--- src/sv/lcdw_pkg.sv ---
// ----------------------------------------------------------------------------
// lcdw_pkg
// Shared types, constants and the segment table of the two-digit lcd writer.
// ----------------------------------------------------------------------------
`default_nettype none

package lcdw_pkg;

    localparam int NUM_POSITIONS = 6;
    localparam int NUM_ROWS      = 4;
    localparam int ROW_STRIDE    = 5;

    localparam int PAIRS      = (NUM_POSITIONS + 1) / 2;
    localparam int STORE_SIZE = NUM_ROWS * PAIRS;

    localparam int NUMBER_W = 31;
    localparam int POS_W    = 3;
    localparam int CPOS_W   = POS_W + 1;
    localparam int DIG_W    = 4;
    localparam int REM_W    = 7;
    localparam int OFF_W    = 5;
    localparam int BYTE_W   = 8;
    localparam int SEG_W    = 16;
    localparam int NIB_W    = 4;
    localparam int ROW_W    = (NUM_ROWS > 1) ? $clog2(NUM_ROWS) : 1;
    localparam int IDX_W    = (STORE_SIZE > 1) ? $clog2(STORE_SIZE) : 1;
    localparam int PAIR_W   = CPOS_W - 1;

    // floor(n / 100) = (n * RECIP) >> RECIP_SHIFT, exact for n < 2**31
    localparam int PROD_W      = 2 * NUMBER_W;
    localparam int RECIP_SHIFT = 37;
    localparam int QUO_W       = PROD_W - RECIP_SHIFT;
    localparam logic [NUMBER_W-1:0] RECIP = 31'd1374389535;
    localparam logic [REM_W-1:0]    HUNDRED = 7'd100;
    localparam logic [DIG_W-1:0]    TEN     = 4'd10;

    localparam int Q_DEPTH = 2;
    localparam int Q_AW    = (Q_DEPTH > 1) ? $clog2(Q_DEPTH) : 1;
    localparam int Q_CW    = $clog2(Q_DEPTH + 1);

    localparam logic [NIB_W-1:0] LOW_MASK  = 4'hF;

    typedef struct packed {
        logic [DIG_W-1:0] tens;
        logic [DIG_W-1:0] units;
        logic [POS_W-1:0] pos;
    } cmd_t;

    function automatic logic [SEG_W-1:0] seg_pattern(input logic [DIG_W-1:0] digit);
        logic [SEG_W-1:0] pat;
        begin
            unique case (digit)
                4'd0:    pat = 16'h1551;
                4'd1:    pat = 16'h0110;
                4'd2:    pat = 16'h1E11;
                4'd3:    pat = 16'h1B11;
                4'd4:    pat = 16'h0B50;
                4'd5:    pat = 16'h1B41;
                4'd6:    pat = 16'h1F41;
                4'd7:    pat = 16'h0111;
                4'd8:    pat = 16'h1F51;
                4'd9:    pat = 16'h1B51;
                default: pat = '0;
            endcase
            return pat;
        end
    endfunction

    // tens digit of a value below 100, by parallel threshold compares
    function automatic logic [DIG_W-1:0] tens_of(input logic [REM_W-1:0] r);
        logic [DIG_W-1:0] t;
        begin
            t = '0;
            for (int i = 1; i < 10; i++) begin
                if (r >= REM_W'(i * 10)) begin
                    t = DIG_W'(i);
                end
            end
            return t;
        end
    endfunction

endpackage

`default_nettype wire

--- src/sv/lcdw_front.sv ---
// ----------------------------------------------------------------------------
// lcdw_front
// Accepts items, splits the number into tens and units and drops items
// whose start position lies off the display.
// ----------------------------------------------------------------------------
`default_nettype none

module lcdw_front
    import lcdw_pkg::*;
(
    input  wire logic                clk,
    input  wire logic                rst_n,
    input  wire logic                in_valid,
    output logic                     in_stall,
    input  wire logic [NUMBER_W-1:0] number,
    input  wire logic [POS_W-1:0]    position,
    output logic                     push,
    output cmd_t                     push_cmd,
    input  wire logic                q_full
);

    logic                s1_valid_reg, s1_valid_next;
    logic [NUMBER_W-1:0] s1_num_reg;
    logic [POS_W-1:0]    s1_pos_reg;

    logic                s2_valid_reg, s2_valid_next;
    logic [QUO_W-1:0]    s2_quo_reg;
    logic [REM_W-1:0]    s2_low_reg;
    logic [POS_W-1:0]    s2_pos_reg;

    logic                s3_valid_reg, s3_valid_next;
    logic [REM_W-1:0]    s3_rem_reg;
    logic [POS_W-1:0]    s3_pos_reg;

    logic              s1_ready, s2_ready, s3_ready;
    logic              s3_drop, s3_leave;
    logic [PROD_W-1:0] prod;
    logic [REM_W-1:0]  rem;
    logic [DIG_W-1:0]  tens;

    assign s3_drop  = (CPOS_W'(s3_pos_reg) >= CPOS_W'(NUM_POSITIONS));
    assign s3_leave = s3_valid_reg && (s3_drop || !q_full);
    assign s3_ready = !s3_valid_reg || s3_leave;
    assign s2_ready = !s2_valid_reg || s3_ready;
    assign s1_ready = !s1_valid_reg || s2_ready;
    assign in_stall = !s1_ready;

    assign prod = PROD_W'(s1_num_reg) * PROD_W'(RECIP);
    assign rem  = s2_low_reg - REM_W'(REM_W'(s2_quo_reg) * HUNDRED);
    assign tens = tens_of(s3_rem_reg);

    assign push           = s3_valid_reg && !s3_drop && !q_full;
    assign push_cmd.tens  = tens;
    assign push_cmd.units = DIG_W'(s3_rem_reg - REM_W'(tens * TEN));
    assign push_cmd.pos   = s3_pos_reg;

    always_comb
    begin
        s1_valid_next = s1_ready ? in_valid : s1_valid_reg;
        s2_valid_next = s2_ready ? s1_valid_reg : s2_valid_reg;
        s3_valid_next = s3_ready ? s2_valid_reg : s3_valid_reg;
    end

    always_ff @(posedge clk or negedge rst_n)
    begin
        if (!rst_n)
        begin
            s1_valid_reg <= 1'b0;
            s2_valid_reg <= 1'b0;
            s3_valid_reg <= 1'b0;
        end
        else
        begin
            s1_valid_reg <= s1_valid_next;
            s2_valid_reg <= s2_valid_next;
            s3_valid_reg <= s3_valid_next;
        end
    end

    always_ff @(posedge clk)
    begin
        if (s1_ready && in_valid)
        begin
            s1_num_reg <= number;
            s1_pos_reg <= position;
        end
        if (s2_ready && s1_valid_reg)
        begin
            s2_quo_reg <= prod[RECIP_SHIFT +: QUO_W];
            s2_low_reg <= s1_num_reg[REM_W-1:0];
            s2_pos_reg <= s1_pos_reg;
        end
        if (s3_ready && s2_valid_reg)
        begin
            s3_rem_reg <= rem;
            s3_pos_reg <= s2_pos_reg;
        end
    end

endmodule

`default_nettype wire

--- src/sv/lcdw_queue.sv ---
// ----------------------------------------------------------------------------
// lcdw_queue
// Short first-in first-out queue of digit commands between front and back.
// ----------------------------------------------------------------------------
`default_nettype none

module lcdw_queue
    import lcdw_pkg::*;
(
    input  wire logic clk,
    input  wire logic rst_n,
    input  wire logic push,
    input  cmd_t      push_cmd,
    output logic      full,
    input  wire logic pop,
    output logic      not_empty,
    output cmd_t      head
);

    cmd_t             entry_reg [Q_DEPTH];
    logic [Q_AW-1:0]  wr_ptr_reg, wr_ptr_next;
    logic [Q_AW-1:0]  rd_ptr_reg, rd_ptr_next;
    logic [Q_CW-1:0]  count_reg, count_next;

    assign full      = (count_reg == Q_CW'(Q_DEPTH));
    assign not_empty = (count_reg != '0);
    assign head      = entry_reg[rd_ptr_reg];

    always_comb
    begin
        wr_ptr_next = wr_ptr_reg;
        rd_ptr_next = rd_ptr_reg;
        count_next  = count_reg;
        if (push)
        begin
            wr_ptr_next = (wr_ptr_reg == Q_AW'(Q_DEPTH - 1)) ? '0 : wr_ptr_reg + 1'b1;
        end
        if (pop)
        begin
            rd_ptr_next = (rd_ptr_reg == Q_AW'(Q_DEPTH - 1)) ? '0 : rd_ptr_reg + 1'b1;
        end
        if (push && !pop)
        begin
            count_next = count_reg + 1'b1;
        end
        else if (pop && !push)
        begin
            count_next = count_reg - 1'b1;
        end
    end

    always_ff @(posedge clk or negedge rst_n)
    begin
        if (!rst_n)
        begin
            wr_ptr_reg <= '0;
            rd_ptr_reg <= '0;
            count_reg  <= '0;
        end
        else
        begin
            wr_ptr_reg <= wr_ptr_next;
            rd_ptr_reg <= rd_ptr_next;
            count_reg  <= count_next;
        end
    end

    always_ff @(posedge clk)
    begin
        if (push)
        begin
            entry_reg[wr_ptr_reg] <= push_cmd;
        end
    end

endmodule

`default_nettype wire

--- src/sv/lcdw_back.sv ---
// ----------------------------------------------------------------------------
// lcdw_back
// Walks the rows of each digit, merges segment nibbles into the display
// store and issues one register write per cycle while out_stall allows it.
// ----------------------------------------------------------------------------
`default_nettype none

module lcdw_back
    import lcdw_pkg::*;
(
    input  wire logic             clk,
    input  wire logic             rst_n,
    input  wire logic             q_not_empty,
    input  cmd_t                  cmd,
    output logic                  pop,
    output logic                  out_valid,
    input  wire logic             out_stall,
    output logic [OFF_W-1:0]      reg_offset,
    output logic [BYTE_W-1:0]     reg_value,
    output logic                  last
);

    logic [BYTE_W-1:0] store_reg [STORE_SIZE];
    logic              dig_reg, dig_next;
    logic [ROW_W-1:0]  row_reg, row_next;

    logic              out_valid_reg;
    logic [OFF_W-1:0]  offset_reg;
    logic [BYTE_W-1:0] value_reg;
    logic              last_reg;

    logic              fire, row_end, units_on, is_last;
    logic [DIG_W-1:0]  digit;
    logic [CPOS_W-1:0] cur_pos, units_pos;
    logic [PAIR_W-1:0] pair;
    logic [IDX_W-1:0]  idx;
    logic [SEG_W-1:0]  pattern;
    logic [NIB_W-1:0]  nib;
    logic [BYTE_W-1:0] old_byte, new_byte;
    logic [OFF_W-1:0]  offset;

    assign fire      = q_not_empty && (!out_valid_reg || !out_stall);
    assign units_pos = CPOS_W'(cmd.pos) + 1'b1;
    assign units_on  = (units_pos < CPOS_W'(NUM_POSITIONS));
    assign row_end   = (row_reg == ROW_W'(NUM_ROWS - 1));
    assign is_last   = row_end && (dig_reg || !units_on);
    assign pop       = fire && is_last;

    assign digit    = dig_reg ? cmd.units : cmd.tens;
    assign cur_pos  = dig_reg ? units_pos : CPOS_W'(cmd.pos);
    assign pair     = cur_pos[CPOS_W-1:1];
    assign idx      = IDX_W'(IDX_W'(row_reg) * IDX_W'(PAIRS) + IDX_W'(pair));
    assign pattern  = seg_pattern(digit);
    assign nib      = pattern[row_reg * NIB_W +: NIB_W];
    assign old_byte = (idx < IDX_W'(STORE_SIZE)) ? store_reg[idx] : '0;
    assign offset   = OFF_W'(OFF_W'(row_reg) * OFF_W'(ROW_STRIDE) + OFF_W'(pair));

    // odd position owns the high nibble
    always_comb
    begin
        if (cur_pos[0])
        begin
            new_byte = {nib, old_byte[NIB_W-1:0]};
        end
        else
        begin
            new_byte = {old_byte[BYTE_W-1:NIB_W], nib};
        end
    end

    always_comb
    begin
        dig_next = dig_reg;
        row_next = row_reg;
        if (fire)
        begin
            if (is_last)
            begin
                dig_next = 1'b0;
                row_next = '0;
            end
            else if (row_end)
            begin
                dig_next = 1'b1;
                row_next = '0;
            end
            else
            begin
                row_next = row_reg + 1'b1;
            end
        end
    end

    always_ff @(posedge clk or negedge rst_n)
    begin
        if (!rst_n)
        begin
            dig_reg       <= 1'b0;
            row_reg       <= '0;
            out_valid_reg <= 1'b0;
            for (int i = 0; i < STORE_SIZE; i++)
            begin
                store_reg[i] <= '0;
            end
        end
        else
        begin
            dig_reg <= dig_next;
            row_reg <= row_next;
            if (fire)
            begin
                out_valid_reg  <= 1'b1;
                store_reg[idx] <= new_byte;
            end
            else if (!out_stall)
            begin
                out_valid_reg <= 1'b0;
            end
        end
    end

    always_ff @(posedge clk)
    begin
        if (fire)
        begin
            offset_reg <= offset;
            value_reg  <= new_byte;
            last_reg   <= is_last;
        end
    end

    assign out_valid  = out_valid_reg;
    assign reg_offset = offset_reg;
    assign reg_value  = value_reg;
    assign last       = last_reg;

endmodule

`default_nettype wire

--- src/sv/lcd_two_digit_segment_writer.sv ---
// ----------------------------------------------------------------------------
// lcd_two_digit_segment_writer
// Shows the last two decimal digits of a number on a segment lcd.
// ----------------------------------------------------------------------------
// Each item carries a number and the position of its tens digit. The block
// writes the tens and units segment patterns into its shadow of the display
// registers and emits every updated byte as one write, offset and full value,
// with last set on the final write of the item; an item whose start position
// is off the display produces no writes. A three-stage front (input register,
// reciprocal multiply for the hundreds quotient, remainder and digit split)
// feeds a two-entry command queue; the back issues one write per cycle when
// out_stall lets it, so an item with both digits on the display gives eight
// writes, one with only the tens digit four; a skipped item is dropped in the
// last front stage. The single read-modify-write port of the display shadow
// sets the write rate. An item passes the front registers and the queue before
// its first write is registered on the outputs; the shadow is all zero after reset.
// ----------------------------------------------------------------------------
`default_nettype none

module lcd_two_digit_segment_writer
    import lcdw_pkg::*;
(
    input  wire logic                clk,
    input  wire logic                rst_n,
    input  wire logic                in_valid,
    output logic                     in_stall,
    input  wire logic [NUMBER_W-1:0] number,
    input  wire logic [POS_W-1:0]    position,
    output logic                     out_valid,
    input  wire logic                out_stall,
    output logic [OFF_W-1:0]         reg_offset,
    output logic [BYTE_W-1:0]        reg_value,
    output logic                     last
);

    logic push, q_full, pop, q_not_empty;
    cmd_t push_cmd, head;

    lcdw_front u_front (
        .clk      (clk),
        .rst_n    (rst_n),
        .in_valid (in_valid),
        .in_stall (in_stall),
        .number   (number),
        .position (position),
        .push     (push),
        .push_cmd (push_cmd),
        .q_full   (q_full)
    );

    lcdw_queue u_queue (
        .clk       (clk),
        .rst_n     (rst_n),
        .push      (push),
        .push_cmd  (push_cmd),
        .full      (q_full),
        .pop       (pop),
        .not_empty (q_not_empty),
        .head      (head)
    );

    lcdw_back u_back (
        .clk         (clk),
        .rst_n       (rst_n),
        .q_not_empty (q_not_empty),
        .cmd         (head),
        .pop         (pop),
        .out_valid   (out_valid),
        .out_stall   (out_stall),
        .reg_offset  (reg_offset),
        .reg_value   (reg_value),
        .last        (last)
    );

endmodule

`default_nettype wire

--- config.mk ---
export PLATFORM = sky130hd
export DESIGN_NAME = lcd_two_digit_segment_writer
export DESIGN_NICKNAME = d
export VERILOG_FILES = /design/src/sv/lcdw_pkg.sv /design/src/sv/lcdw_front.sv /design/src/sv/lcdw_queue.sv /design/src/sv/lcdw_back.sv /design/src/sv/lcd_two_digit_segment_writer.sv
export SDC_FILE = /design/constraint.sdc
export NUM_CORES = 1
export LEC_CHECK = 0
export BUFFER_PORTS_ARGS = -buffer_cell sky130_fd_sc_hd__buf_2
export CORE_ASPECT_RATIO = 0.7
export CORE_MARGIN = 8
export CORE_UTILIZATION = 61
export CTS_BUF_LIST = sky130_fd_sc_hd__clkbuf_8
export CTS_CLUSTER_SIZE = 12
export DETAILED_ROUTE_END_ITERATION = 8
export PLACE_DENSITY = 0.78
export SLEW_MARGIN = 20
export SYNTH_ARGS = -nofsm -noshare
export SYNTH_HDL_FRONTEND = slang
export SYNTH_SLANG_ARGS = --single-unit
--- constraint.sdc ---
create_clock -name clk -period 7.4 [get_ports clk]
set_input_delay 1.48 -clock clk [delete_from_list [all_inputs] [get_ports clk]]
set_output_delay 1.48 -clock clk [all_outputs]
set_load 0.03 [all_outputs]
==> impl_metrics.ini <==
[worst_setup_path]
start_kind = register
end_kind = register
critPathRequiredTime_ps = 7710
path_class = register to register
cp_data_arrival_time_ps = 7440
critPathMaxFanout = 10

[global_route]
antenna_found_initial = 4
grt_pass1_vias = 14400
grt_use_total_pct = 25.70
grt_max_degree = 61
overflow = 0
grt_pass1_wl_um = 79350

[die]
core_area_um2 = 34300
ioPinCount = 54
rows = 57
die_area_um2 = 40760
die_h_um = 171.3
start_util_pct = 61.30
die_x_um = 237.9

[clocking]
clock_latency_ps = 560
clock_sinks = 202
htree_levels = 2
clock_path_buffers = 3
cts_resized = 0
clk_pin_slew_worst_paths_ps = 60
cts_hold_buf = 0
cts_tree = yes
cts_made_buffers = 35
cts_setup_buffers = 0
cts_root_buf = clkbuf_8

[place]
dp_hpwl_um = 41930
gp_congestion = 1.029
port_buffers = 53
dp.cells = 2348

[sta]
fin_crit_sh_pct = 96.31
slew_viol_final = 0
skew_ps = 36.33
max_slew_margin_pct = 24.69
min_period_ps = 7127
setup_viol = 0
tightest_slew_ps = 1118
setup_tns_ps = 0
rsz0062_at_grt = false
hold_viol = 0
fmax_mhz = 140.3

[cells_and_area]
fin_cells = 2413
largest_reg_flops = 96
syn2layout_area_growth_pct = 7.920
drive_gt1_share_pct = 13.76
nFillCells = 2560
nNetsFinal = 2531

[logic_synthesis]
synthDistinctLibCells = 63
synth_nets = 2442
ys_warn_count = 0
syn_area_per_cell_um2 = 11.53
synthesis.area_um2 = 21030
synth_edf_count = 95
synthCells = 1824
synth-seq-cells = 202
async_reset_ff_share_pct = 52.97
yosysSeqAreaShare_pct = 26.30
synthFlopType = dfrtp_1

[run]
cap_violations = 0

[route]
wire_per_inst_um = 20.78
drc = 0
firstDrtPassIters = 5
first_iter_violations = 1004
final_antenna_net_count = 0
via_per_inst = 5.424
vias = 13090
routed_wl_um = 50140

[status]
status = completed

[min_path]
hp-class = register to register
metal layers:
metal	up-vias	share of wire, %	global-route usage (%)
li1	5852	-	-
met1	6649	44	36.89
met2	498	41	36.45
met3	84	13	10.68
met4	6	1.9	5.119
met5	-	0.082	0
worst max-delay path: stages (launching register included):
cell and delay, ps:
edfxtp_1 750, ha_1 440, inv_1 110, fa_1 510, inv_1 60, fa_1 500
inv_1 50, fa_1 480, inv_1 60, fa_1 510, fa_1 530, fa_1 540
inv_1 50, fa_1 530, inv_1 50, ha_1 210, nor3_1 240, o21ai_0 170
a221oi_1 270, o21ai_0 200, o2111a_1 340, nor3_1 210, xnor2_1 90
area by class of cell:
cell class              count  area (µm²)  share of cell area, %
multi-input cells        1000       13130                  57.86
flip-flops and latches    202        5530                  24.37
inverters                 596        2237                  9.858
well taps                 472       590.6                  2.602
clock buffers              42       578.1                  2.547
repair buffers             78       455.4                  2.007
clock inverters            22       168.9                 0.7443
diodes                      1       2.502                0.01103
cells in the mapped netlist, types with 3 or more instances:
cell       number  area, µm²
nor3b_1         3      22.52
dfrtp_1       107       2678
inv_1         595       2233
o21ai_0        23      115.1
nor2b_1         5      31.28
a211oi_1        6      45.04
fa_1          305       6106
o21a_1          4      30.03
clkbuf_1        8      30.03
and2_1          5      31.28
nor3_1          7      35.03
mux2_2         88      991.0
nand2b_1        5      31.28
buf_6           4      45.04
nor2_1         37      138.9
mux2i_1         6      60.06
edfxtp_1       95       2853
nand3_1         9      45.04
buf_2          11      55.05
a21o_1         17      127.6
ha_1          275       3441
mux4_2         27      608.1
a21oi_2         8      70.07
nand2_1        38      142.6
or3_1           4      25.02
xnor2_1        31      271.5
nor4_1          3      18.77
o2111ai_1       3      26.28
nand4_1         4      25.02
xor2_1         14      122.6
a21oi_1        29      145.1
a31oi_1         7      43.79
layout by cell type (no fill, tap or decap), drive strengths merged, types with 38 or more instances in the layout:
cell type / instances
fa: 305
dfrtp: 107
nand2: 38
mux2: 89
inv: 605
buf: 78
ha: 275
edfxtp: 95
clkbuf: 42
kinds of logic (layout without fill, tap and decap cells):
family	Yosys count	in the layout	synth area share [%]
multiplexers	125	125	8.301
AO/OA/AOI/OAI	121	121	3.850
adder cells (fa/ha/maj)	581	581	45.45
buffers and inverters	622	738	11.33
flip-flops	202	202	26.30
XOR/XNOR	45	45	1.874
AND/OR/NAND/NOR	128	128	2.898
other	0	1	0
final timing paths:
| kind | from | end | slack, ps | depth (start not counted) |
|---|---|---|---|---|
| setup reg to reg | u_front.s1_num_reg[9]$_DFFE_PP_ | u_front.s2_quo_reg[3]$_DFFE_PP_ | 270 | 22 |
| min in group asynchronous | rst_n | u_front.s2_valid_reg$_DFFE_PN0P_ | 940 | 1 |
| hold / removal | u_front.s2_low_reg[1]$_DFFE_PP_ | u_front.s3_rem_reg[1]$_DFFE_PP_ | 420 | 0 |
| hold reg to reg | u_front.s2_low_reg[1]$_DFFE_PP_ | u_front.s3_rem_reg[1]$_DFFE_PP_ | 420 | 0 |
| setup / recovery | u_front.s1_num_reg[9]$_DFFE_PP_ | u_front.s2_quo_reg[3]$_DFFE_PP_ | 270 | 22 |
| max in group asynchronous | rst_n | u_back.store_reg[41]$_DFFE_PN0P_ | 5220 | 2 |
through the flow:
step,hold WS (ps),instance area [µm²],utilization (%),setup WS (ps)
CTS,420.9,22690,66.13,396.7
floorplan,400.3,21030,-,973.8
detailed placement,404.5,21940,63.95,401.8
global route,427.5,22690,66.15,9.564
global placement,400.8,21940,63.95,574.1
finish,418.1,22690,66.15,273.3
Power is not shown: default switching activity piles up to over one toggle a cycle in this logic, so the estimate is an artifact.
